--- config.mk ---
export PLATFORM = sky130hd
export DESIGN_NAME = lcf_cell
export DESIGN_NICKNAME = d
export VERILOG_FILES = /design/src/hw/rtl/lcf_pkg.sv /design/src/hw/rtl/lcf_cell.sv
export SDC_FILE = /design/constraint.sdc
export NUM_CORES = 1
export LEC_CHECK = 0
export ABC_AREA = 1
export BUFFER_PORTS_ARGS = -buffer_cell sky130_fd_sc_hd__buf_2
export CORE_UTILIZATION = 41
export CTS_CLUSTER_DIAMETER = 80
export DETAILED_ROUTE_END_ITERATION = 10
export MAX_ROUTING_LAYER = met4
export PLACE_DENSITY = 0.81
export SLEW_MARGIN = 15
export SYNTH_ARGS = -nofsm -noshare
export SYNTH_HDL_FRONTEND = slang
export SYNTH_SLANG_ARGS = --single-unit
--- constraint.sdc ---
create_clock -name clock -period 2.3 [get_ports clock]
set_input_delay 0.46 -clock clock [delete_from_list [all_inputs] [get_ports clock]]
set_output_delay 0.46 -clock clock [all_outputs]
set_load 0.01 [all_outputs]
--- src/hw/rtl/lcf_pkg.sv ---
// Shared types and constants for the linear convolution FIR.
package lcf_pkg;

   localparam int MAX_TAPS_DEF = 64;
   localparam int SAMPLE_W     = 16;
   localparam int PROD_W       = 32;
   localparam int Y_W          = 40;
   localparam int TAP_COUNT_W  = 7;
   localparam int CSR_ADDR_W   = 3;
   localparam int CSR_DATA_W   = 32;

   localparam logic signed [63:0] Y_MAX = 64'sd549755813887;
   localparam logic signed [63:0] Y_MIN = -Y_MAX - 64'sd1;

   localparam logic REG_TAP_COUNT = 1'b0;

   typedef enum logic [1:0] {
      KIND_LOAD   = 2'd0,
      KIND_SAMPLE = 2'd1,
      KIND_FLUSH  = 2'd2
   } kind_type;

   typedef enum logic [1:0] {
      ST_IDLE,
      ST_ROTATE,
      ST_DRAIN,
      ST_EMIT
   } state_type;

   typedef struct packed {
      logic clear;
      logic push;
      logic rotate;
      logic load;
   } cell_ctrl_type;

endpackage

--- src/hw/rtl/lcf_cell.sv ---
// One tap cell: holds a delay-line sample and a kernel tap.
module lcf_cell #(
   parameter int MAX_TAPS = lcf_pkg::MAX_TAPS_DEF,
   parameter int IDX      = 0,
   localparam int NW      = $clog2(MAX_TAPS + 1),
   localparam int IW      = $clog2(MAX_TAPS)
) (
   input  logic                                clock,
   input  logic                                reset,
   input  lcf_pkg::cell_ctrl_type              ctrl,
   input  logic [NW-1:0]                       n,
   input  logic [IW-1:0]                       load_index,
   input  logic signed [lcf_pkg::SAMPLE_W-1:0] load_value,
   input  logic signed [lcf_pkg::SAMPLE_W-1:0] prev_h,
   input  logic signed [lcf_pkg::SAMPLE_W-1:0] next_h,
   input  logic signed [lcf_pkg::SAMPLE_W-1:0] next_g,
   input  logic signed [lcf_pkg::SAMPLE_W-1:0] head_h,
   input  logic signed [lcf_pkg::SAMPLE_W-1:0] head_g,
   output logic signed [lcf_pkg::SAMPLE_W-1:0] h,
   output logic signed [lcf_pkg::SAMPLE_W-1:0] g
);

   localparam logic [NW-1:0] POS = NW'(IDX);

   logic signed [lcf_pkg::SAMPLE_W-1:0] h_ff, h_in;
   logic signed [lcf_pkg::SAMPLE_W-1:0] g_ff, g_in;
   logic                                active;
   logic                                wrap;

   assign active = POS < n;
   assign wrap   = POS == (n - NW'(1));

   always_comb begin
      h_in = h_ff;
      g_in = g_ff;
      priority if (ctrl.clear) begin
         h_in = '0;
      end else if (ctrl.push) begin
         h_in = prev_h;
      end else if (ctrl.rotate && active) begin
         h_in = wrap ? head_h : next_h;
         g_in = wrap ? head_g : next_g;
      end else if (ctrl.load && (load_index == IW'(IDX))) begin
         g_in = load_value;
      end
   end

   always_ff @(posedge clock) begin
      if (reset) begin
         h_ff <= '0;
      end else begin
         h_ff <= h_in;
      end
   end

   always_ff @(posedge clock) begin
      g_ff <= g_in;
   end

   assign h = h_ff;
   assign g = g_ff;

endmodule

==> results of run 1 <==
[layout by cell type (no fill, tap or decap), types with 2 or more instances in the layout]
| cell type | n |
|---|---|
| buf_2 | 146 |
| buf_4 | 7 |
| clkbuf_8 | 5 |
| clkinv_1 | 3 |
| dfxtp_1 | 16 |
| edfxtp_1 | 16 |
| inv_1 | 22 |
| nand2_1 | 90 |
| nand3_1 | 23 |
| nand3b_1 | 13 |
| nor2_1 | 61 |
| nor2_2 | 2 |
| o21ai_0 | 22 |
| o21ai_1 | 10 |
[flip-flops by register name, summed over array words and instances, names as in the netlist]
| signal | cells |
|---|---|
| h | 16 |
| g | 16 |
[cell families (layout without fill, tap and decap cells)]
group                  Yosys count  after routing
AO/OA/AOI/OAI                   33             33
AND/OR/NAND/NOR                194            194
buffers and inverters           39            185
flip-flops                      32             32
[critical path, cell delays in order]
cell,delay (ns)
buf_2,0.11
nor2_1,0.05
nand2_1,0.10
nor2_2,0.07
nor2_4,0.28
nand2_1,0.37
nor2_1,0.20
nor2_1,0.06
nor2_1,0.08
[layout make-up]
type                            instances  area [um^2]  area share, %
Inverter                               24         90.1           3.18
Tap cell                               52         65.1           2.30
Clock inverter                          2         7.51          0.265
Clock buffer                            6         72.6           2.56
Sequential cell                        32          801           28.3
Timing Repair Buffer                  153          783           27.7
Multi-Input combinational cell        227         1010           35.7
[layer usage]
metal	vias up	part of all wire [%]	GRT usage (%)
li1	1238	-	-
met1	1008	42	27.5
met2	117	49	42.7
met3	8	7.8	5.34
met4	0	1.1	8.71
met5	-	0	-
[metrics by stage]
step	setup slack (ns)	area (um^2)	hold slack, ns	total power (uW)	instances
3_3_place_gp	0.461	2750	0.554	936	488
6_report	0.725	2830	0.457	1330	496
4_1_cts	0.694	2830	0.449	1340	496
3_5_place_dp	0.389	2750	0.563	941	488
2_1_floorplan	0.115	1990	0.589	789	298
5_1_grt	0.492	2830	0.471	1400	496
[worst max-delay path by stage]
stage | start | end | slack, ns | cells after the start
final | n[2] | h[8] | 0.72 | 9
after global routing | n[3] | h[6] | 0.49 | 9
after CTS | n[2] | h[8] | 0.69 | 9
after detailed placement | n[2] | h[8] | 0.39 | 9
after global placement | n[2] | h[14] | 0.46 | 9
after floorplan | ctrl[2] | g[0] | 0.11 | 5
[power by group]
part / switching, uW / internal (uW)
Clock: 192 / 206
Combinational: 148 / 140
Sequential: 9.98 / 629
==> flow_metrics.env, run 1 <==
export IMPL_antenna_found_initial=0
export IMPL_synth_area_mux_share_pct=0
export IMPL_synth_compound_area_share_pct=8.50
export IMPL_synth_seq_cells=32
export IMPL_yosys_area_share_xor_xnor_pct=0
export IMPL_slew_headroom_pct=69.8
export IMPL_postCtsHoldBufs=0
export IMPL_core_region_area_mm2=0.00450
export IMPL_cts_tree="yes"
export IMPL_period_share_pct=68.5
export IMPL_wl_um=5950
export IMPL_grtUsageTotal_pct=24.5
export IMPL_tightest_slew_ns=0.452
export IMPL_synth_cells=298
export IMPL_synthAdderAreaFrac_pct=0
export IMPL_synthTopCellsByCount="nand2_1 (90), nor2_1 (61), nand3_1 (23)"
export IMPL_drive_above_1_share_pct=37.2
export IMPL_synthArstFlopShare_pct=0
export IMPL_cp_max_fo=17
export IMPL_grt_max_degree=34
export IMPL_synth_top_family_by_area="simple AND/OR/NAND/NOR gates"
export IMPL_layout_nets=558
export IMPL_synthTopCellsByArea="edfxtp_1 (24%), nand2_1 (17%), dfxtp_1 (16%)"
export IMPL_routedWlPerCell_um=12.0
export IMPL_hold_path_class="in -> reg"
export IMPL_cts_setup_buffers=0
export IMPL_whs_endpoint="h[5]"
export IMPL_num_antenna_cells=0
export IMPL_fillers=418
export IMPL_vias=2371
export IMPL_totalNegativeSetupSlack_ns=0
export IMPL_synth_top_cell_area_share_pct=24.2
export IMPL_synth_edff_count=16
export IMPL_grt_pass1_wl_um=9480
export IMPL_syn_nets=413
export IMPL_drtIter0Drc=91
export IMPL_root_buffer="clkbuf_8"
export IMPL_reg2reg_setup_slack_ns=1.60
export IMPL_synth_most_common_cell="nand2_1"
export IMPL_seq_area_frac_synth_pct=40.3
export IMPL_netlist_area_mm2=0.00199
export IMPL_timing_hold_violations_final=0
export IMPL_synth_simple_area_share_pct=42.4
export IMPL_rows=24
export IMPL_clkTransAtPathRegs_ns=0.06
export IMPL_slew_viol_final=0
export IMPL_clk_latency_ns=0.27
export IMPL_start_util_pct=44.1
export IMPL_p_leak_uw=0.00158
export IMPL_finalSetupViolCount=0
export IMPL_place_hpwl_um=4490
export IMPL_power_density_mw_per_mm2=468
export IMPL_utilization_pct=62.8
export IMPL_fin_skew_ns=0
export IMPL_maxCapViolations=0
export IMPL_ff2ff_path_depth=4
export IMPL_postSynthAreaPerCell_um2=6.67
export IMPL_fmax_mhz=635
export IMPL_critPathLaunchType="input port"
export IMPL_ys_types=22
export IMPL_crit_required_ns=2.51
export IMPL_io_buffers=146
export IMPL_drc_errors=0
export IMPL_grt_remaining_overflow=0
export IMPL_vias_per_cell=4.78
export IMPL_syn_to_final_growth_pct=42.4
export IMPL_cts_max_level=2
export IMPL_cts_inserted_buffers=5
export IMPL_rsz0062_at_grt="no"
export IMPL_grt_pass1_vias=2109
export IMPL_vdd_drop_max_mv=0.258
export IMPL_gp_congestion=0.893
export IMPL_rr_startpoint="h[8]"
export IMPL_io_pins=147
export IMPL_die_w_um=71.6
export IMPL_post_cts_resized=0
export IMPL_antenna_left=0
export IMPL_crit_path_end_kind="register"
export IMPL_r2r_end="h[8]"
export IMPL_crit_arrival_ns=1.79
export IMPL_clockBufferDepth=2
export IMPL_min_path_cells=4
export IMPL_min_period_ns=1.58
export IMPL_die_h_um=71.6
export IMPL_synth_top_flop_cell="edfxtp_1"
export IMPL_dr_pass1_iters=4
export IMPL_min_from="reset"
export IMPL_synth_top_cell_by_area="edfxtp_1"
export IMPL_dieArea_mm2=0.00513
export IMPL_path_class="in -> reg"
export IMPL_status="complete, no violations"
export IMPL_cts_sinks=32
export IMPL_yosysWarnings=0
Note: power is estimated with default switching activity, not from simulation.
==> run 2: changes to the inputs <==
Settings changed: CORE_UTILIZATION 41 to 37, PLACE_DENSITY 0.81 to 0.77.
Clock period 2.3 ns to 1.25 ns, I/O delays scaled along.
==> run 2 against run 1 <==
  * Clock-buffer cell count unchanged
  * Routed wire length down 2.4%
  * Hold slack worse by 0.20 ns
  * Critical path depth down 2
  * Sequential share of layout area down 1.9 points
==> flow_metrics.env, run 2 (same netlist as run 1, synthesis figures left out) <==
export IMPL_status="complete, no violations"
export IMPL_crit_top_cell="nand2_2"
export IMPL_crit_chain="buf_2 > nor4_4 > nand3_1 > nand2_2 > nand2_2 > nor2_4 > buf_12"
export IMPL_postCtsHoldBufs=0
export IMPL_rr_startpoint="h[6]"
export IMPL_fin_skew_ns=0
export IMPL_power_density_mw_per_mm2=843
export IMPL_dp_slack_ns=-0.209
export IMPL_min_period_ns=1.16
export IMPL_grt_pass1_vias=2075
export IMPL_cp_max_fo=16
export IMPL_num_antenna_cells=0
export IMPL_die_h_um=75.3
export IMPL_layout_nets=567
export IMPL_final_cell_mix="buf_2 (146), nand2_1 (88), nor2_1 (60), o21ai_1 (26), nand3_1 (23)"
export IMPL_path_class="in -> reg"
export IMPL_slew_viol_final=0
export IMPL_post_cts_resized=0
export IMPL_p_leak_uw=0.00166
export IMPL_drive_above_1_share_pct=40.2
export IMPL_crit_arrival_ns=1.14
export IMPL_critPathLaunchType="input port"
export IMPL_crit_start="load_index[1]"
export IMPL_root_buffer="clkbuf_8"
export IMPL_slew_headroom_pct=68.8
export IMPL_grt_pass1_wl_um=8860
export IMPL_timing_hold_violations_final=0
export IMPL_routedWlPerCell_um=11.1
export IMPL_tightest_slew_ns=0.468
export IMPL_finalSetupViolCount=0
export IMPL_vias_per_cell=4.64
export IMPL_max_stage_delay_ns=0.25
export IMPL_cts_sinks=32
export IMPL_clkTransAtPathRegs_ns=0.06
export IMPL_grt_remaining_overflow=0
export IMPL_dieArea_mm2=0.00567
export IMPL_drtIter0Drc=69
export IMPL_fillers=487
export IMPL_rsz0062_at_grt="no"
export IMPL_crit_slowest_cell="nor4_4"
export IMPL_maxCapViolations=0
export IMPL_rows=26
export IMPL_crit_required_ns=1.24
export IMPL_die_w_um=75.3
export IMPL_totalNegativeSetupSlack_ns=0
export IMPL_grtUsageTotal_pct=21.5
export IMPL_crit_path_end_kind="register"
export IMPL_clockBufferDepth=2
export IMPL_crit_family="simple AND/OR/NAND/NOR gates"
export IMPL_antenna_found_initial=0
export IMPL_gp_congestion=0.838
export IMPL_vias=2427
export IMPL_cts_inserted_buffers=5
export IMPL_worst_slack_ns=0.0947
export IMPL_place_hpwl_um=4590
export IMPL_cts_max_level=2
export IMPL_drc_errors=0
export IMPL_cts_tree="yes"
export IMPL_fmax_mhz=866
export IMPL_dr_pass1_iters=4
export IMPL_grt_max_degree=17
export IMPL_cts_setup_buffers=0
export IMPL_io_pins=147
export IMPL_syn_to_final_growth_pct=52.5
export IMPL_utilization_pct=58.9
export IMPL_hold_path_class="in -> reg"
export IMPL_period_share_pct=92.4
export IMPL_clk_latency_ns=0.27
export IMPL_critPathBufInv=2
export IMPL_wl_um=5810
export IMPL_antenna_left=0
export IMPL_core_region_area_mm2=0.00514
export IMPL_min_from="load_value[6]"
export IMPL_vdd_drop_max_mv=0.493
export IMPL_start_util_pct=38.7
export IMPL_io_buffers=146
export IMPL_final_common_cell="buf_2"
## run 2: final timing paths
check	to	slack (ns)	cells past startpoint
setup / recovery	g[13]	0.09	7
hold / removal	g[6]	0.26	3
setup reg to reg	h[6]	0.51	4
hold reg to reg	h[10]	0.58	4
## run 2: area by class of cell
class	count	area, um^2	share of cell area, %
inverters	24	91.3	3.02
well taps	70	87.6	2.89
flip-flops and latches	32	801	26.4
clock inverters	2	10.0	0.330
repair buffers	162	913	30.2
multi-input cells	227	1040	34.4
clock buffers	6	82.6	2.73
## run 2: stage by stage
stage	area (um^2)	std cells	power, uW	hold slack [ns]
final	3030	523	2550	0.257
after floorplan	2050	298	1470	0.426
after global routing	3030	523	2710	0.254
after global placement	2940	515	1760	0.543
after detailed placement	2940	515	1770	0.541
after CTS	3030	523	2580	0.251
## run 2: worst register-to-register path: cells and delay by family, from the launching register on
family	cells	cell delay [ns]
flops	1	0.33
simple gates	4	0.29
## run 2: where the power goes
part           switching [uW]  internal [uW]
sequential               17.7           1160
combinational             286            287
clock                     367            439
total                     671           1880
## run 2: metal layers
layer / wire (um) / share of wire (%) / track usage, %
met4: 89 / 1.5 / 6.58
met2: 2760 / 47 / 38.8
met3: 548 / 9.4 / 6.16
met5: 0 / 0 / -
met1: 2410 / 42 / 22.5
